**config.mk**
```make
export PLATFORM = sky130hd
export DESIGN_NAME = vt4_pipe_ctrl
export DESIGN_NICKNAME = d
export VERILOG_FILES = /design/src/hw/rtl/vt4_pkg.sv /design/src/hw/rtl/vt4_pipe_ctrl.sv
export SDC_FILE = /design/constraint.sdc
export NUM_CORES = 1
export LEC_CHECK = 0
export BUFFER_PORTS_ARGS = -buffer_cell sky130_fd_sc_hd__buf_2
export CAP_MARGIN = 20
export CORE_AREA = 5 5 42 44
export DETAILED_ROUTE_END_ITERATION = 10
export DIE_AREA = 0 0 47 49
export HOLD_SLACK_MARGIN = 0.15
export PLACE_DENSITY = 0.38
export SETUP_SLACK_MARGIN = 0.2
export SKIP_LAST_GASP = 1
export SLEW_MARGIN = 20
export SYNTH_ARGS = -nofsm -noshare
export SYNTH_HDL_FRONTEND = slang
export SYNTH_SLANG_ARGS = --single-unit
```
**constraint.sdc**
```tcl
create_clock -name i_clk -period 1.39 [get_ports i_clk]
set_clock_uncertainty 0.1 [all_clocks]
set_input_delay 0.0695 -clock i_clk [delete_from_list [all_inputs] [get_ports i_clk]]
set_output_delay 0.0695 -clock i_clk [all_outputs]
set_load 0.01 [all_outputs]
```
**src/hw/rtl/vt4_pkg.sv**
```systemverilog
package vt4_pkg;

    localparam int EW          = 16;
    localparam int FB          = 8;
    localparam int IO_W        = 16;
    localparam int DIM         = 4;
    localparam int DIM_IDX_W   = $clog2(DIM);
    localparam int COL_W       = DIM * EW;
    localparam int CFG_DATA_W  = 64;
    localparam int CFG_ADDR_W  = 3;
    localparam int NUM_STAGES  = 4;
    localparam int PROD_W      = 2 * EW;
    localparam int SUM_W       = PROD_W + DIM_IDX_W;

    typedef logic signed [EW-1:0]     t_elem;
    typedef logic signed [IO_W-1:0]   t_io;
    typedef logic signed [PROD_W-1:0] t_prod;
    typedef logic signed [SUM_W-1:0]  t_sum;
    typedef logic [COL_W-1:0]         t_col;

    typedef t_elem t_elem_row [DIM];
    typedef t_elem_row t_mat [DIM];

    localparam t_elem ELEM_MAX = {1'b0, {(EW-1){1'b1}}};
    localparam t_elem ELEM_MIN = {1'b1, {(EW-1){1'b0}}};
    localparam t_elem ELEM_ONE = t_elem'(64'(1) << FB);

    typedef enum logic [CFG_ADDR_W-1:0] {
        REG_COLUMN_ZERO     = 3'd0,
        REG_COLUMN_ONE      = 3'd1,
        REG_COLUMN_TWO      = 3'd2,
        REG_COLUMN_THREE    = 3'd3,
        REG_ROW_VECTOR_MODE = 3'd4
    } t_cfg_reg;

    typedef struct packed {
        logic [NUM_STAGES-1:0] en;
        logic [NUM_STAGES-1:0] vld;
    } t_pipe_ctl;

endpackage

```
**src/hw/rtl/vt4_pipe_ctrl.sv**
```systemverilog
module vt4_pipe_ctrl (
    input  logic               i_clk,
    input  logic               i_rst_n,
    input  logic               i_in_valid,
    input  logic               i_out_ready,
    output logic               o_in_ready,
    output vt4_pkg::t_pipe_ctl o_ctl
);
    import vt4_pkg::*;

    logic [NUM_STAGES-1:0] r_vld;
    logic [NUM_STAGES-1:0] n_vld;
    logic [NUM_STAGES:0]   free;

    // a stage may load when it is empty or its word moves on this cycle
    always_comb begin
        free[NUM_STAGES] = i_out_ready;
        for (int s = NUM_STAGES - 1; s >= 0; s--) begin
            free[s] = !r_vld[s] || free[s+1];
        end
    end

    always_comb begin
        n_vld[0] = free[0] ? i_in_valid : r_vld[0];
        for (int s = 1; s < NUM_STAGES; s++) begin
            n_vld[s] = free[s] ? r_vld[s-1] : r_vld[s];
        end
    end

    always_ff @(posedge i_clk) begin
        if (!i_rst_n) begin
            r_vld <= '0;
        end else begin
            r_vld <= n_vld;
        end
    end

    assign o_in_ready = free[0];
    assign o_ctl.en   = free[NUM_STAGES-1:0];
    assign o_ctl.vld  = r_vld;

endmodule

```
## After elaboration in Yosys (flattened, before gate mapping)

Cells that the tools add are included.

- $add $sub $neg: 0
- Multipliers: 0
- Div/mod/pow operators: 0
- Order comparisons: 0
- Eq/ne operators: 0
- Shifts and indexed selects: 0
- Muxes and demuxes: 0
- Bitwise gates (word level): 0
- Reduce and logical (&&, ||, !) cells: 8

Operators with widths:

| operator | number |
|---|---|
| logical NOT 1 bit | 4 |
| logical OR 1 bit | 4 |

- Bits in registers: 4
- Latch bits: 0
- Memory bits (writable): 0
- Bits in read-only memories: 0
- Input bits: 4
- Output and inout bits: 9
- Logic and storage cells: 12
- Memories: 0

## Depth between registers and ports, before layout

- Depth after elaboration: 5
- Gate-level depth with buffers: 3
- Depth with buffers taken out: 3

## Worst setup path after synthesis

Ideal clock, no wire load.

- Path type: flip-flop to output port
- Start: register r_vld[2]
- End: output port o_ctl[4] (netlist name)
- Data arrival time: 0.913 ns
- Required time: 1.221 ns
- Slack: 0.307 ns
- Stages on the path, launching flop included: 4
- Path buffers: 1
- Path through: dfxtp_1 > and4b_2 > nand2_1 > buf_4

- Longest elaborated chain between the ends: 4

RTL lines:

| what | RTL line | RTL |
|---|---|---|
| start, declared | vt4_pipe_ctrl.sv:11 | `logic [NUM_STAGES-1:0] r_vld;` |
| start signal, assigned | vt4_pipe_ctrl.sv:34 | `r_vld <= n_vld;` |
| logical NOT 1 bit | vt4_pipe_ctrl.sv:19 | `free[s] = !r_vld[s] \|\| free[s+1];` |
| logical OR 1 bit (3 in series) | vt4_pipe_ctrl.sv:19 |  |
| end, declared | vt4_pipe_ctrl.sv:7 | `output vt4_pkg::t_pipe_ctl o_ctl` |

No other way between the ends.

==> results_dict.tcl <==
set metrics [dict create \
    hp-class "in2reg" \
    placed_area_um2 244 \
    place.gp.congestion 0.647 \
    drc 0 \
    yosys-top-cells-count "4 x dfxtp_1, 3 x nand2_1, 3 x o21a_1" \
    synth_cell_type_count 10 \
    drt-initial-drc-count 2 \
    p_leak_nw 0.174 \
    drtAntennaViolNets 0 \
    stdcell_area_um2 354 \
    ys_async_sr_fraction_pct 0 \
    cts-root-buf "clkbuf_4" \
    grt_overflow_total 0 \
    met2_usage_pct 6.56 \
    r2r-end "r_vld[1]$_SDFFE_PN0P_" \
    cts.sinks 4 \
    crit_path_end_kind "output pin" \
    ir_worst_vdd_mv 0.346 \
    worstPathArrival_ns 1.03 \
    ios 13 \
    preCtsSetupSlack_ns 0.390 \
    maxCapViolations 0 \
    top_regs "r_vld (4)" \
    cp-start-kind "flop" \
    fp.dieH_um 49 \
    grt_pass1_wl_um 890 \
    nets 46 \
    synthCells 18 \
    finalHoldViolCount 0 \
    ff2ff_setup_slack_ns 0.31 \
    cts_tree "done" \
    outcome "finished clean" \
    cts.clk_slew.worst_paths_ns 0.04 \
    hold_path.startpoint "i_out_ready" \
    fmax_mhz 834 \
    yosys_warnings 0 \
    hold_depth 3 \
    fin_util_pct 25.3 \
    yosys.area.top_type "dfxtp_1" \
    synthFlopType "dfxtp_1" \
    relSlewSlack_pct 90.4 \
    synth_top_area_share_pct 46.7 \
    power_density_nw_per_um2 838 \
    wire_per_inst_um 9.73 \
    clock_latency_ns 0.23 \
    firstDrtPassIters 2 \
    area_growth_pct 107 \
    crit_start "r_vld[3]$_SDFFE_PN0P_" \
    die_w_um 47 \
    fp.dieArea_um2 2300 \
    antenna_found_initial 0 \
    post-synth-top-count-cell "dfxtp_1" \
    rsz0062_at_grt "yes" \
    synth_edf_count 0 \
    grt_use_met3_pct 3.32 \
    yosysSeqAreaShare_pct 46.7 \
    h-tree-depth 1 \
    grt_busiest_layer "met1" \
    top_register "r_vld" \
    synth_area_um2 171 \
    worstRegToRegCells 3 \
    grt_pass1_vias 217 \
    rows 14 \
    start_util_pct 12.2 \
    use_met1_pct 6.81 \
    wl_um 545 \
    io_buffer_count 12 \
    num_antenna_cells 0 \
    slew_violations 0 \
    grt_max_degree 6 \
    avgSynthCellArea_um2 9.52 \
    cts_buffer_depth 2 \
    setup_violations 0 \
    core_area_um2 1400 \
    ys_ff_latch 4 \
    period_needed_ns 1.20 \
    cts_inserted_buffers 3 \
    critPathKind "reg2out" \
    fin_ws_ns 0.191 \
    vias 198 \
    grtUsageTotal_pct 5.70 \
    via_per_inst 3.54 \
    critPathMaxFanout 3 \
    holdWs_ns 0.180 \
    dp.final_hpwl_um 334 \
    largest_reg_flops 4 \
    fin_tns_setup_ns 0 \
    worst_pin_slew_ns 0.143 \
    drive_gt1_share_pct 77.5 \
    whs_endpoint "r_vld[3]$_SDFFE_PN0P_" \
    cp.required_ns 1.22 \
    synth_area_leaders "dfxtp_1 47%, o21a_1 13%, and4b_2 6.6%" \
    reg2reg_from "r_vld[1]$_SDFFE_PN0P_" \
    finalCritPeriodShare_pct 86.2 \
    syn_nets 22 \
]
## final cells by class
class | count | area [um2]
Clock buffer | 3 | 22.5
Fill cell | 163 | 1050
Inverter | 3 | 11.3
Multi-Input combinational cell | 10 | 75.1
Sequential cell | 4 | 83.8
Tap cell | 16 | 20.0
Timing Repair Buffer | 20 | 141
## worst max-delay path, stage by stage (launching register included)
cell     delay, ns
dfxtp_2       0.31
buf_4         0.13
and3b_2       0.21
inv_2         0.05
buf_6         0.09
## cell families (layout without fill, tap and decap cells)
family | after synthesis | in the layout | synth area share (%)
and+or+nand+nor | 6 | 6 | 24.1
buffers and inverters | 4 | 26 | 11.0
DFF | 4 | 4 | 46.7
AOI/OAI and AO/OA | 4 | 4 | 18.2
## worst max-delay path by stage
stage,slack [ns],depth (start not counted),end
3_3_place_gp,0.40,3,o_in_ready
2_1_floorplan,0.31,3,o_ctl[4]
4_1_cts,0.18,3,o_in_ready
6_report,0.19,4,o_ctl[6]
5_1_grt,0.14,4,o_ctl[6]
3_5_place_dp,0.39,3,o_in_ready
## cells in the final DEF (no fill, tap or decap), types with 2 or more instances in the layout
cell type | netlist | routed
nand2_1 | 3 | 2
buf_4 | 1 | 5
dfxtp_2 | 0 | 3
buf_2 | 0 | 10
o21a_1 | 3 | 3
clkbuf_4 | 0 | 3
inv_2 | 1 | 2
dlygate4sd3_1 | 0 | 2
buf_6 | 0 | 3
## stage by stage
step / power, W / instances
after CTS: 0.000304 / 52
after global routing: 0.000319 / 56
after global placement: 0.000145 / 45
final: 0.000297 / 56
after floorplan: 0.000133 / 18
after detailed placement: 0.000145 / 45
## layer usage
layer	vias up	part of all wire, %
met1	82	49
met2	13	35
met5	-	0
li1	103	-
met4	0	0
met3	0	16
## timing repair
item                                    4_1_cts  5_1_grt
endpoints found under the setup margin        3        4
gates resized for setup                       4        4
gates cloned                                  0        0
buffers inserted                              2        4
pin swaps                                     2        1
hold endpoints to repair                      4        0
hold buffers                                  2        0
## report_power, final
| part | switching [W] | internal, W | total, W |
|---|---|---|---|
| Sequential | 0.00000360 | 0.000120 | 0.000124 |
| Combinational | 0.0000121 | 0.0000182 | 0.0000303 |
| Clock | 0.0000463 | 0.0000965 | 0.000143 |
| Total | 0.0000619 | 0.000235 | 0.000297 |
(Power assumes the default switching activity.)
