[config.mk]
export PLATFORM = sky130hd
export DESIGN_NAME = vt4_lane
export DESIGN_NICKNAME = d
export VERILOG_FILES = /design/src/hw/rtl/vt4_pkg.sv /design/src/hw/rtl/vt4_lane.sv
export SDC_FILE = /design/constraint.sdc
export NUM_CORES = 2
export LEC_CHECK = 0
export ABC_AREA = 1
export BUFFER_PORTS_ARGS = -buffer_cell sky130_fd_sc_hd__buf_2
export CAP_MARGIN = 20
export CORE_MARGIN = 4
export CORE_UTILIZATION = 60
export DETAILED_ROUTE_END_ITERATION = 8
export GPL_ROUTABILITY_DRIVEN = 0
export PLACE_DENSITY = 0.81
export SLEW_MARGIN = 20
export SYNTH_ARGS = -nofsm -noshare
export SYNTH_HDL_FRONTEND = slang
export SYNTH_SLANG_ARGS = --single-unit
[constraint.sdc]
create_clock -name i_clk -period 6.7 [get_ports i_clk]
set_input_delay 0.335 -clock i_clk [delete_from_list [all_inputs] [get_ports i_clk]]
set_output_delay 0.335 -clock i_clk [all_outputs]
set_load 0.05 [all_outputs]
[src/hw/rtl/vt4_pkg.sv]
package vt4_pkg;

    localparam int EW          = 16;
    localparam int FB          = 8;
    localparam int IO_W        = 16;
    localparam int DIM         = 4;
    localparam int DIM_IDX_W   = $clog2(DIM);
    localparam int COL_W       = DIM * EW;
    localparam int CFG_DATA_W  = 64;
    localparam int CFG_ADDR_W  = 3;
    localparam int NUM_STAGES  = 4;
    localparam int PROD_W      = 2 * EW;
    localparam int SUM_W       = PROD_W + DIM_IDX_W;

    typedef logic signed [EW-1:0]     t_elem;
    typedef logic signed [IO_W-1:0]   t_io;
    typedef logic signed [PROD_W-1:0] t_prod;
    typedef logic signed [SUM_W-1:0]  t_sum;
    typedef logic [COL_W-1:0]         t_col;

    typedef t_elem t_elem_row [DIM];
    typedef t_elem_row t_mat [DIM];

    localparam t_elem ELEM_MAX = {1'b0, {(EW-1){1'b1}}};
    localparam t_elem ELEM_MIN = {1'b1, {(EW-1){1'b0}}};
    localparam t_elem ELEM_ONE = t_elem'(64'(1) << FB);

    typedef enum logic [CFG_ADDR_W-1:0] {
        REG_COLUMN_ZERO     = 3'd0,
        REG_COLUMN_ONE      = 3'd1,
        REG_COLUMN_TWO      = 3'd2,
        REG_COLUMN_THREE    = 3'd3,
        REG_ROW_VECTOR_MODE = 3'd4
    } t_cfg_reg;

    typedef struct packed {
        logic [NUM_STAGES-1:0] en;
        logic [NUM_STAGES-1:0] vld;
    } t_pipe_ctl;

endpackage

[src/hw/rtl/vt4_lane.sv]
module vt4_lane (
    input  logic               i_clk,
    input  vt4_pkg::t_pipe_ctl i_ctl,
    input  vt4_pkg::t_elem_row i_coef,
    input  vt4_pkg::t_elem_row i_vec,
    output vt4_pkg::t_io       o_res,
    output logic               o_clip
);
    import vt4_pkg::*;

    t_elem_row r_coef;
    t_elem_row r_vec;
    t_prod     r_prod [DIM];
    t_sum      r_sum;
    t_io       r_res;
    logic      r_clip;

    t_sum      sum_all;
    t_sum      shifted;
    logic      fits;
    t_elem     sat_val;

    always_comb begin
        sum_all = '0;
        for (int k = 0; k < DIM; k++) begin
            sum_all = sum_all + t_sum'(r_prod[k]);
        end
    end

    // arithmetic shift floors; value fits when all bits above the sign agree
    always_comb begin
        shifted = r_sum >>> FB;
        fits    = (&shifted[SUM_W-1:EW-1]) || !(|shifted[SUM_W-1:EW-1]);
        if (fits) begin
            sat_val = t_elem'(shifted);
        end else if (shifted[SUM_W-1]) begin
            sat_val = ELEM_MIN;
        end else begin
            sat_val = ELEM_MAX;
        end
    end

    always_ff @(posedge i_clk) begin
        if (i_ctl.en[0]) begin
            r_coef <= i_coef;
            r_vec  <= i_vec;
        end
        if (i_ctl.en[1]) begin
            for (int k = 0; k < DIM; k++) begin
                r_prod[k] <= t_prod'(r_coef[k]) * t_prod'(r_vec[k]);
            end
        end
        if (i_ctl.en[2]) begin
            r_sum <= sum_all;
        end
        if (i_ctl.en[3]) begin
            r_res  <= t_io'(sat_val);
            r_clip <= !fits;
        end
    end

    assign o_res  = r_res;
    assign o_clip = r_clip;

endmodule

Word-level counts from Yosys, hierarchy flattened:

Memory sizes are Yosys's and may differ from the RTL's.
Cells that the tools add are included.

* bits in writable memories: 128
* word-level logic and storage cells: 28
* output and inout bits: 17
* memories: 1
* flip-flop bits (word level): 179

* $add $sub $neg: 3
* reductions and logical operators: 5
* multiply operators: 4
* muxes and demuxes: 4

Memories
* r_prod: words 4, bits a word 32, read ports 4, clocked after Yosys merged registers in 0, write ports 4, RTL line vt4_lane.sv:13 `t_prod r_prod [DIM];`

Operators with widths (count)
* $mul A16 B16 Y32: 4
* $add A33 B32 Y34: 1
* $add A34 B32 Y34: 1
* $add A32 B32 Y33: 1
* $mux W16: 2
* $reduce_and A11 Y1: 1
* $reduce_or A11 Y1: 1
* $logic_not A1 Y1: 2
* $mux W1: 2
* $logic_or A1 B1 Y1: 1

Longest topological paths before layout:

* word-level depth: 4
* depth in mapped cells: 27
* mapped depth without buffers: 25

Worst setup path before layout:

Ideal clock, no wire load.

* path type: register -> register
* from: reg r_coef[31] (netlist bit)
* to: mem r_prod[2][31] (netlist bit) (data pin)
* cell stages (with the launch flop): 24
* path slack: 1.010 ns
* arrival: 5.437 ns
* library setup time: 0.252 ns
* path through: edfxtp_1 -> clkbuf_1 -> nand2_1 -> inv_1 -> fa_1 -> fa_1 -> inv_1 -> fa_1 -> inv_1 -> fa_1 -> inv_1 -> fa_1 -> inv_1 -> fa_1 -> ha_1 -> inv_1 -> nor3_1 -> nand2_1 -> nor3_1 -> nand2_1 -> nand3_1 -> inv_1 -> nand2_1 -> nand2_1

RTL lines
* start, declared: RTL line vt4_lane.sv:11 `t_elem_row r_coef;`
* start signal, assigned: RTL line vt4_lane.sv:45 `r_coef <= i_coef;`
* end, declared: RTL line vt4_lane.sv:13

==> flow_summary.json <==
{
  "outcome": "finished clean",
  "grt_util_met2_pct": 49.1,
  "io_buffers": 149,
  "numCtsBuffers": 38,
  "cts_buffer_depth": 3,
  "finalHoldViolations": 0,
  "rr_worst_depth": 20,
  "layout_min_cycle_time_ns": 6.38,
  "syn_to_final_growth_pct": 7.87,
  "finalMaxSlewViolations": 0,
  "finClkSkew_ns": 0.0139,
  "fmax_ghz": 0.157,
  "r2r-start": "r_vec[1]$_DFFE_PP_",
  "synth-edff-count": 299,
  "pre_cts_slack_ns": 0.389,
  "via_per_inst": 5.41,
  "grt_pass1_wl_um": 219000,
  "worstSetupPathType": "flop to flop",
  "wire_per_inst_um": 17.2,
  "critPathArrivalTime_ns": 6.73,
  "setup_violations": 0,
  "synthDistinctLibCells": 36,
  "hold_start": "i_ctl[7]",
  "die_area_um2": 95600,
  "ys_top_cells_by_area": "fa_1 41%, edfxtp_1 17%, inv_1 13%",
  "grt_overflow": 0,
  "cts.root.buffer_cell": "clkbuf_16",
  "wl_um": 131000,
  "holdCritPathClass": "primary input to flop",
  "maxSlewHeadroom_pct": 35.9,
  "hpwl_um": 107000,
  "ant_nets": 0,
  "chipHeight_um": 309,
  "top_usage_layer": "met2",
  "worst_pin_slew_ns": 0.962,
  "ys_async_sr_fraction_pct": 0,
  "utilization_pct": 65.2,
  "cts.clk_slew.worst_paths_ns": 0.06,
  "rr_endpoint": "r_prod[3][23]$_DFFE_PP_",
  "synth_commonest_cells": "1843 x inv_1, 1459 x nand2_1, 1112 x fa_1, 359 x ha_1, 299 x edfxtp_1",
  "mappedNetlistNets": 7869,
  "start_kind": "flop",
  "synth_top_area_share_pct": 40.9,
  "synth_most_common_cell": "inv_1",
  "instances_no_fill": 7598,
  "yosys.area.top_type": "fa_1",
  "cts_tree": "done",
  "ys_warn_count": 0,
  "netlist_area_um2": 54400,
  "worst_slack_ns": 0.321,
  "io_pins": 154,
  "r2r_setup_slack_ns": 0.32,
  "grt_use_met3_pct": 3.98,
  "hold_path_end": "o_res[3]$_DFFE_PP_",
  "route.detailed.drc": 0,
  "clock_sinks": 299,
  "postSynthCellCount": 6261,
  "grt_max_degree": 80,
  "fin_nets": 8003,
  "max_cap_viol_count": 0,
  "cp_data_required_time_ns": 7.05,
  "cts_resized": 0,
  "path_max_fanout": 16,
  "diodes": 0,
  "dr_total_vias": 41086,
  "clk_latency_ns": 0.61,
  "holdPathStages": 1,
  "cp-end-kind": "flop",
  "fin_crit_sh_pct": 95.2,
  "antenna_found_initial": 0,
  "synth.avg_cell_area_um2": 8.69,
  "die_w_um": 309,
  "grtUsageMet1_pct": 37.5,
  "dp.cells": 7400,
  "coreArea_um2": 90000,
  "initial_core_util_pct": 60.4,
  "rsz0062_at_grt": "false",
  "seq_area_frac_synth_pct": 16.5,
  "drtIter0Drc": 3772,
  "h-tree-depth": 2,
  "grt_usage_pct": 28.9,
  "row_count": 110,
  "finalSetupTns_ns": 0,
  "synth_flop_cell": "edfxtp_1",
  "final_layout_size_suffix_gt1_share_pct": 4.91,
  "first_pass_iters": 8,
  "synth-seq-cells": 299,
  "grt_pass1_vias": 44171
}
## cells in the final DEF, fill, tap and decap left out, types with 33 or more instances in the layout
| master | instances |
|---|---|
| nand3_1 | 120 |
| nand4_1 | 35 |
| nor2_1 | 218 |
| buf_2 | 147 |
| buf_4 | 50 |
| o21ai_0 | 100 |
| edfxtp_1 | 299 |
| inv_1 | 1843 |
| dlygate4sd3_1 | 128 |
| a21oi_1 | 159 |
| clkbuf_16 | 38 |
| nor3_1 | 33 |
| fa_1 | 1112 |
| ha_1 | 359 |
| nand2_1 | 1459 |
| xor2_1 | 104 |
## metal layers
metal,vias to the layer above,wire [µm]
met4,0,6180
met2,1982,64100
met3,432,11000
met5,-,0
met1,20313,49800
li1,18359,-
## what timing repair did
action                                 4_1_cts  5_1_grt
setup endpoints to repair                    0        2
hold buffers                               128        0
buffers inserted                             0        3
endpoints found under the hold margin      128        0
## kinds of logic (layout without fill, tap and decap cells)
kind of cell / Yosys count / in the layout / share of synthesized area, %
AO/OA/AOI/OAI: 348 / 348 / 3.62
XOR/XNOR: 132 / 132 / 2.12
adder cells (fa/ha/maj): 1471 / 1471 / 49.2
buffers and inverters: 2077 / 2238 / 14.4
flip-flops: 299 / 299 / 16.5
AND/OR/NAND/NOR: 1934 / 1934 / 14.2
## final cells by class
cell class                 instances  area [µm²]
fill                            6947       31300
multi-input combinational       3885       37600
timing repair buffer             328        2440
clock buffer                      42         966
sequential                       299        8980
tap                             1176        1470
inverter                        1843        6920
clock inverter                    25         295
## state kept, by name (all words and copies together), names as in the netlist
name,count
r_prod,128
r_coef,64
r_vec,64
r_sum,26
o_res,16
o_clip,1
## stage by stage
stage / hold WS [ns] / area, µm²
2_1_floorplan: 0.434 / 54400
4_1_cts: 0.128 / 58600
5_1_grt: 0.169 / 58700
3_3_place_gp: 0.509 / 56100
3_5_place_dp: 0.504 / 56100
6_report: 0.164 / 58700
## worst max-delay path by stage
stage | endpoint | slack (ns) | startpoint
floorplan | r_prod[2][31]$_DFFE_PP_ | 1.01 | r_coef[31]$_DFFE_PP_
global placement | r_prod[2][31]$_DFFE_PP_ | 0.53 | r_coef[31]$_DFFE_PP_
detailed placement | r_prod[2][31]$_DFFE_PP_ | 0.39 | r_coef[31]$_DFFE_PP_
CTS | r_prod[2][31]$_DFFE_PP_ | 0.36 | r_coef[31]$_DFFE_PP_
global route | r_prod[3][31]$_DFFE_PP_ | 0.003 | r_vec[1]$_DFFE_PP_
finish | r_prod[3][23]$_DFFE_PP_ | 0.32 | r_vec[1]$_DFFE_PP_
## worst max-delay path, cell delays in order (launching register included)
cell	delay [ns]
edfxtp_1	0.67
nand2_1	0.22
inv_1	0.11
fa_1	0.77
fa_1	0.51
fa_1	0.50
fa_1	0.53
fa_1	0.50
inv_1	0.05
fa_1	0.50
inv_1	0.05
ha_1	0.35
a21oi_1	0.32
a21boi_0	0.35
o21ai_0	0.21
inv_1	0.08
nand2_1	0.09
nand2_1	0.10
nand2_1	0.06
nand2_1	0.09
nand2_1	0.08
Power is left out: the tool's default activity adds up to more than one toggle a clock period on the data nets, which glitch-free logic cannot reach.
