**src/hw/rtl/vt4_pkg.sv**
```systemverilog
package vt4_pkg;

    localparam int EW          = 16;
    localparam int FB          = 8;
    localparam int IO_W        = 16;
    localparam int DIM         = 4;
    localparam int DIM_IDX_W   = $clog2(DIM);
    localparam int COL_W       = DIM * EW;
    localparam int CFG_DATA_W  = 64;
    localparam int CFG_ADDR_W  = 3;
    localparam int NUM_STAGES  = 4;
    localparam int PROD_W      = 2 * EW;
    localparam int SUM_W       = PROD_W + DIM_IDX_W;

    typedef logic signed [EW-1:0]     t_elem;
    typedef logic signed [IO_W-1:0]   t_io;
    typedef logic signed [PROD_W-1:0] t_prod;
    typedef logic signed [SUM_W-1:0]  t_sum;
    typedef logic [COL_W-1:0]         t_col;

    typedef t_elem t_elem_row [DIM];
    typedef t_elem_row t_mat [DIM];

    localparam t_elem ELEM_MAX = {1'b0, {(EW-1){1'b1}}};
    localparam t_elem ELEM_MIN = {1'b1, {(EW-1){1'b0}}};
    localparam t_elem ELEM_ONE = t_elem'(64'(1) << FB);

    typedef enum logic [CFG_ADDR_W-1:0] {
        REG_COLUMN_ZERO     = 3'd0,
        REG_COLUMN_ONE      = 3'd1,
        REG_COLUMN_TWO      = 3'd2,
        REG_COLUMN_THREE    = 3'd3,
        REG_ROW_VECTOR_MODE = 3'd4
    } t_cfg_reg;

    typedef struct packed {
        logic [NUM_STAGES-1:0] en;
        logic [NUM_STAGES-1:0] vld;
    } t_pipe_ctl;

endpackage

```
**src/hw/rtl/vt4_cfg_regs.sv**
```systemverilog
module vt4_cfg_regs (
    input  logic                           i_clk,
    input  logic                           i_rst_n,
    input  logic                           i_wr_en,
    input  logic [vt4_pkg::CFG_ADDR_W-1:0] i_index,
    input  logic [vt4_pkg::CFG_DATA_W-1:0] i_data,
    output vt4_pkg::t_mat                  o_mat,
    output logic                           o_row_mode
);
    import vt4_pkg::*;

    t_col r_col [DIM];
    logic r_mode;

    always_ff @(posedge i_clk) begin
        if (!i_rst_n) begin
            for (int c = 0; c < DIM; c++) begin
                r_col[c] <= t_col'({{(COL_W-EW){1'b0}}, ELEM_ONE}) << (c * EW);
            end
            r_mode <= 1'b0;
        end else if (i_wr_en) begin
            case (t_cfg_reg'(i_index))
                REG_COLUMN_ZERO,
                REG_COLUMN_ONE,
                REG_COLUMN_TWO,
                REG_COLUMN_THREE: begin
                    r_col[i_index[DIM_IDX_W-1:0]] <= i_data[COL_W-1:0];
                end
                REG_ROW_VECTOR_MODE: begin
                    r_mode <= i_data[0];
                end
                default: begin
                end
            endcase
        end
    end

    // element [row][col], row r at bit r*EW of its column word
    always_comb begin
        for (int r = 0; r < DIM; r++) begin
            for (int c = 0; c < DIM; c++) begin
                o_mat[r][c] = r_col[c][r*EW +: EW];
            end
        end
    end

    assign o_row_mode = r_mode;

endmodule

```
**config.mk**
```make
export PLATFORM = sky130hd
export DESIGN_NAME = vt4_cfg_regs
export DESIGN_NICKNAME = d
export VERILOG_FILES = /design/src/hw/rtl/vt4_pkg.sv /design/src/hw/rtl/vt4_cfg_regs.sv
export SDC_FILE = /design/constraint.sdc
export NUM_CORES = 1
export LEC_CHECK = 0
export CAP_MARGIN = 10
export CORE_MARGIN = 3
export CORE_UTILIZATION = 49
export DETAILED_ROUTE_END_ITERATION = 12
export DONT_BUFFER_PORTS = 1
export PLACE_DENSITY_LB_ADDON = 0.3
export REMOVE_ABC_BUFFERS = 1
export SYNTH_ARGS = -nofsm -noshare
export SYNTH_HDL_FRONTEND = slang
export SYNTH_SLANG_ARGS = --single-unit
export TNS_END_PERCENT = 30
```
**constraint.sdc**
```tcl
create_clock -name i_clk -period 21 [get_ports i_clk]
set_input_delay 4.2 -clock i_clk [delete_from_list [all_inputs] [get_ports i_clk]]
set_output_delay 4.2 -clock i_clk [all_outputs]
set_load 0.005 [all_outputs]
```
Word-level counts from Yosys, hierarchy flattened
Memory sizes are Yosys's and may differ from the RTL's.
Index checks and enable logic that the tools add are counted.
{"block": "totals", "reg_bits": 1, "ramBits": 256, "input_bits": 70, "output_inout_bits": 257, "word_cells": 18, "mem_count": 1}
{"memory": "r_col", "depth": 4, "width": 64, "read_ports": 4, "rd_ports_with_merged_regs": 0, "write_ports": 4, "line": "vt4_cfg_regs.sv:12", "source": "t_col r_col [DIM];"}
{"block": "classes", "n_eq_ne": 4, "muxes": 8, "reduce_logical": 4}
{"operator": "two-way mux 64 bit", "count": 1}
{"operator": "OR reduction 64 bit", "count": 1}
{"operator": "== test 3 x 2 -> 1 bit, second input constant", "count": 2}
{"operator": "two-way mux 1 bit", "count": 6}
{"operator": "OR reduction 4 bit", "count": 1}
{"operator": "== test 3 x 1 -> 1 bit, second input constant", "count": 1}
{"operator": "== test 3 bit, second input constant", "count": 1}
{"operator": "zero test 3 bit", "count": 1}
{"operator": "two-way mux 2 bit", "count": 1}
{"operator": "AND reduction 2 bit", "count": 1}

Longest topological paths before layout
Gate-level depths: netlist of run 1.
{"block": "depth", "word_depth": 8, "mapped_depth": 4, "ltp_nobuf": 2}

Least setup slack after synthesis of run 1
Ideal clock, no wire load.
{"block": "synth_timing", "path_type": "input port to flip-flop", "from": "input i_index[2] (netlist name)", "to": "memory r_col[0][0] (netlist name) (enable)", "setup_ps": 574, "arrival_time_ps": 9165, "t_required_ps": 20426, "path_slack_ps": 11260, "cell_stages": 3, "path_buffers": 1, "path_cell_list": "nand3b_2 > buf_2 > o21ai_0"}
{"item": "from (decl)", "line": "vt4_cfg_regs.sv:5", "source": "input logic [vt4_pkg::CFG_ADDR_W-1:0] i_index,"}
{"item": "to (decl)", "line": "vt4_cfg_regs.sv:12"}

==> results of run 1 <==
flip-flops by register name, summed over array words and instances (netlist names):
| register | cells |
|---|---|
| o_row_mode | 1 |
| r_col | 256 |
layout make-up:
cell class,instances,area share [%]
Sequential cell,257,67.9
Multi-Input combinational cell,269,19.8
Clock buffer,32,5.74
Tap cell,270,2.98
Inverter,64,2.12
Clock inverter,10,0.893
Timing Repair Buffer,9,0.595
path summary, 6_finish.rpt:
path	slack, ns	endpoint	depth (start not counted)	start
worst min register to register	0.54	o_row_mode$_SDFFE_PN0P_	2	o_row_mode$_SDFFE_PN0P_
worst max-delay path	14.45	r_col[3][22]$_DFFE_PP_	4	i_index[2]
worst max register to register	20.33	o_row_mode$_SDFFE_PN0P_	2	o_row_mode$_SDFFE_PN0P_
worst min-delay path	0.54	o_row_mode$_SDFFE_PN0P_	2	o_row_mode$_SDFFE_PN0P_
worst max-delay path: cells and delay by family:
| kind | cells | cell delay [ns] |
|---|---|---|
| and+or+nand+nor | 2 | 0.74 |
| buffers and inverters | 2 | 1.73 |
metal layers:
metal	part of all wire [%]	vias up	routed length, um
met5	0	-	0
met4	2.9	0	663
met3	12	44	2670
met2	47	302	10700
met1	38	2490	8720
li1	-	2267	-
synthesized netlist by cell type, drive strengths merged:
master	number	share of area (%)
edfxtp	256	73
nor3	189	17
inv	64	2.3
nor2	63	2.3
buf	48	3.5
nand2	3	0.11
nand2b	3	0.18
o21ai	3	0.14
or3	3	0.18
clkbuf	1	0.036
dfxtp	1	0.19
mux2i	1	0.095
nand3b	1	0.11
nand4b	1	0.083
nor4bb	1	0.095
or2	1	0.060
through the flow:
stage,power (uW),hold slack [ns],setup slack [ns],utilization (%),instances
final,1090,0.542,14.45,55.0,911
after global placement,683,0.470,14.02,51.4,869
after CTS,1100,0.534,14.44,55.0,911
after floorplan,662,0.451,5.90,-,590
after global routing,1130,0.580,14.26,55.0,911
after detailed placement,684,0.530,13.91,51.4,869
power breakdown:
part           switching, uW  internal (uW)  leakage (uW)
Sequential              22.6            601       0.00247
Clock                    178            242      0.000361
Combinational           42.8           6.68      0.000739
kinds of logic (layout without fill, tap and decap cells):
logic type / count (synthesis) / after routing / synth area share [%]
DFF: 257 / 257 / 73.4
and+or+nand+nor: 265 / 265 / 20.5
buffers and inverters: 113 / 115 / 5.83
muxes: 1 / 1 / 0.0954
AOI/OAI and AO/OA: 3 / 3 / 0.143
==> results.yml, run 1 <==
cts:
  clk_path_buf_depth: 3
  h-tree-depth: 1
  ctsHoldBuffers: 0
  clock-sinks: 257
  cts_made_buffers: 25
  cts-root-buf: "clkbuf_16"
  cts_tree: "yes"
  post_cts_buffers: 0
  clk_latency_ns: 0.51
  cts_resized: 0
  path_clk_slew_ns: 0.06
sta:
  fin_worst_skew_ns: 0
  setup_violations: 0
  worst_slew_pin_slew_ns: 1.08
  drv_slew: 0
  slew_headroom_pct: 27.8
  setup_tns_ns: 0
  rsz0062_at_grt: "no"
  finalCritPeriodShare_pct: 31.2
  fin_crit_ns: 6.55
  finalHoldViolCount: 0
  fmax_mhz: 153
global_route:
  grt_first_pass_wirelength_um: 35000
  grt.overflow.total: 0
  grt_busiest_layer: "met2"
  met2_usage_pct: 30.3
  grt_util_all_layers_pct: 19.2
  grt_max_degree: 79
  grtUsageMet1_pct: 24.2
  antenna_found_initial: 0
  grt_pass1_vias: 5285
  met3_usage_pct: 8.41
critical_path:
  cp-end-kind: "flip-flop"
  start_kind: "input port"
  critical_path.cell_chain: "nand3b_4 -> buf_4 -> buf_4 -> nor2_1"
  cp.arrival_ns: 6.77
  crit_top_cell: "buf_4"
  crit_required_ns: 21.22
  critPathMaxFanout: 78
  crit_type: "in2reg"
  max_stage_delay_ns: 0.93
  cpMaxStageDelayCell: "buf_4"
floorplan:
  die_w_um: 152
  core_sq_um: 20600
  die_y_um: 152
  initial_core_util_pct: 50.9
  placementRows: 52
  boundaryPins: 327
  die-area_sq_um: 23200
placed_design:
  placed_area_sq_um: 10600
  port_buffers: 0
  finalWeightedCongestion: 0.753
  place_hpwl_um: 14300
layout:
  area_delta_synth_final_pct: 8.14
  final_cell_mix: "256 x edfxtp_1, 177 x nor3_2, 64 x inv_1"
  drive_above_1_share_pct: 35.3
  nFillCells: 1596
  nets: 696
  antenna_cells: 0
  multi_input_area_sq_um: 2250
  stdcell_area_sq_um: 11400
  seq_area_sq_um: 7710
  mostFrequentLayoutCell: "edfxtp_1"
routing:
  avgViaCountPerCell: 5.60
  drtPass1Iterations: 4
  vias: 5103
  final_antenna_net_count: 0
  routedWlPerCell_um: 25.0
  dr.first_iter.drc_count: 298
  finalWirelength_um: 22800
  drc_errors: 0
logic_synthesis:
  syn_inst: 639
  synth_seq_cells: 257
  netlist-cell-type-count: 19
  yosysSeqAreaShare_pct: 73.4
  synth_area_sq_um: 10500
  yosys_warnings: 0
  synth_area_per_cell_sq_um: 16.4
outcome:
  status: "complete, no violations"
pwr:
  power_leakage_uw: 0.00357
  power.density_nw_per_um2: 96.3
  max-vdd-ir-drop_uv: 56.2
hold_path:
  hp-class: "reg2reg"
job:
  maxCapViolations: 0
No activity file was read; power rests on OpenSTA's default activity.
==> run 2: changes to the inputs <==
--- a/config.mk
+++ b/config.mk
@@ -5,6 +5,7 @@
 export SDC_FILE = /design/constraint.sdc
 export NUM_CORES = 1
 export LEC_CHECK = 0
+export ABC_AREA = 1
 export CAP_MARGIN = 10
 export CORE_MARGIN = 3
 export CORE_UTILIZATION = 49
==> constraint.sdc (replaced) <==
create_clock -name i_clk -period 5.5 [get_ports i_clk]
set_input_delay 1.1 -clock i_clk [delete_from_list [all_inputs] [get_ports i_clk]]
set_output_delay 1.1 -clock i_clk [all_outputs]
set_load 0.005 [all_outputs]
==> results.yml, run 2 <==
outcome:
  status: "complete, no violations"
critical_path:
  critical_path.cell_chain: "inv_1 -> nand4_4 -> buf_4 -> nand2_4"
  r2r_slack_ns: 4.89
  critPathBufInv: 2
  crit_type: "in2reg"
  cp.depth: 4
  max_stage_delay_ns: 0.73
  cp-end-kind: "flip-flop"
  cp.arrival_ns: 2.66
  crit_required_ns: 5.52
  reg2regPathDepth: 2
  critPathTopFamily: "simple AND/OR/NAND/NOR gates"
  critPathMaxFanout: 64
  start_kind: "input port"
  cpMaxStageDelayCell: "nand2_4"
cts:
  path_clk_slew_ns: 0.06
  clk_latency_ns: 0.52
  clock-sinks: 257
  post_cts_buffers: 0
  cts_resized: 0
  cts_made_buffers: 26
  cts-root-buf: "clkbuf_16"
  clk_path_buf_depth: 3
  h-tree-depth: 1
  cts_tree: "yes"
  ctsHoldBuffers: 0
routing:
  top_layer: "met4"
  route.met2.wl_um: 10300
  routedWlPerCell_um: 22.6
  final_antenna_net_count: 0
  drc_errors: 0
  drtPass1Iterations: 5
  wl_met3_um: 2380
  finalWirelength_um: 20600
  dr.first_iter.drc_count: 263
  vias: 4888
  avgViaCountPerCell: 5.38
  met1_length_um: 7270
layout:
  final_cell_mix: "256 x edfxtp_1, 191 x nor2_1, 66 x inv_1"
  antenna_cells: 0
  stdcell_area_sq_um: 10400
  area_delta_synth_final_pct: 9.26
  largest_reg_flops: 256
  largest-register: "r_col"
  drive_above_1_share_pct: 10.6
  mostFrequentLayoutCell: "edfxtp_1"
  nets: 701
  fin_util_pct: 55.1
sta:
  slew_headroom_pct: 36.0
  finalHoldViolCount: 0
  fmax_mhz: 379
  worst_slew_pin_slew_ns: 0.960
  finalCritPeriodShare_pct: 47.9
  fin_ws_ns: 2.86
  fin_crit_ns: 2.64
  setup_violations: 0
  rsz0062_at_grt: "no"
  drv_slew: 0
  fin_worst_skew_ns: 0
logic_synthesis:
  synth_area_sq_um: 9540
  synthTopCellsByCount: "256 x edfxtp_1, 191 x nor2_1, 66 x inv_1, 45 x nor3_1, 18 x nor3_2"
  post-synth-top-count-cell: "edfxtp_1"
  synth_area_per_cell_sq_um: 15.1
  synth_top_area_share_pct: 80.6
  syn_inst: 633
  netlist-cell-type-count: 18
  yosysSeqAreaShare_pct: 80.8
  synth.area.top_cells: "edfxtp_1 81%, nor2_1 7.5%, inv_1 2.6%"
  synth_flop_cell: "edfxtp_1"
  yosys_warnings: 0
  synth_edf_count: 256
  yosysTopAreaCell: "edfxtp_1"
  synth_seq_cells: 257
  synthArstFlopShare_pct: 0
global_route:
  grt_max_degree: 82
  grt_pass1_vias: 4922
  grt_util_all_layers_pct: 18.8
  grt_first_pass_wirelength_um: 31000
  grt.overflow.total: 0
  antenna_found_initial: 0
floorplan:
  die_w_um: 146
  placementRows: 50
  die_y_um: 146
  core_sq_um: 18900
  initial_core_util_pct: 50.5
  die-area_sq_um: 21200
  boundaryPins: 327
pwr:
  power.density_nw_per_um2: 396
  total_power_uw: 4130
  max-vdd-ir-drop_uv: 193
  power_leakage_uw: 0.00378
job:
  maxCapViolations: 0
placed_design:
  finalWeightedCongestion: 0.769
  post-place-ws_ns: 2.30
  place_hpwl_um: 12600
  placed_area_sq_um: 9640
  port_buffers: 0
hold_path:
  hp-class: "reg2reg"
  whs_path_depth: 2
[run 2: report_power, final]
group | internal [uW] | total, uW | switching [uW]
clock | 933 | 1620 | 687
combinational | 16.6 | 129 | 113
sequential | 2290 | 2380 | 82.7
[run 2: kinds of logic (layout without fill, tap and decap cells)]
group                  Yosys count  count (layout)  share of synthesized area, %
DFF                            257             257                          80.8
and+or+nand+nor                272             272                          13.3
buffers and inverters          102             118                          5.76
AOI/OAI and AO/OA                2               2                         0.105
[run 2: worst register-to-register path, delay by kind of cell (launching register included)]
family,cells,cell delay [ns]
AND/OR/NAND/NOR,1,0.06
AO/OA/AOI/OAI,1,0.12
flip-flops,1,0.33
[run 2: cell type report]
class                           instances  area (sq um)
Sequential cell                       257          7710
Clock inverter                         15          90.1
Clock buffer                           31           691
Multi-Input combinational cell        274          1320
Tap cell                              260           325
Fill cell                            1516          8470
Timing Repair Buffer                    4          30.0
Inverter                               68           255
[run 2: stage by stage]
stage	std cells	setup TNS, ns	hold WS [ns]
2_1_floorplan	599	-138.97	0.475
3_3_place_gp	863	0	0.507
3_5_place_dp	863	0	0.543
4_1_cts	909	0	0.550
5_1_grt	909	0	0.578
6_report	909	0	0.546
[run 2: final timing paths]
| kind | startpoint | endpoint |
|---|---|---|
| max reg2reg | o_row_mode$_SDFFE_PN0P_ | o_row_mode$_SDFFE_PN0P_ |
| min reg2reg | o_row_mode$_SDFFE_PN0P_ | o_row_mode$_SDFFE_PN0P_ |
| max | i_index[0] | r_col[2][52]$_SDFFCE_PN0P_ |
| min | o_row_mode$_SDFFE_PN0P_ | o_row_mode$_SDFFE_PN0P_ |
[run 2: metal layers]
layer / track usage [%] / vias up
li1: - / 2152
met1: 21.6 / 2389
met2: 32.0 / 304
met3: 8.13 / 43
met4: 5.84 / 0
met5: 0 / -
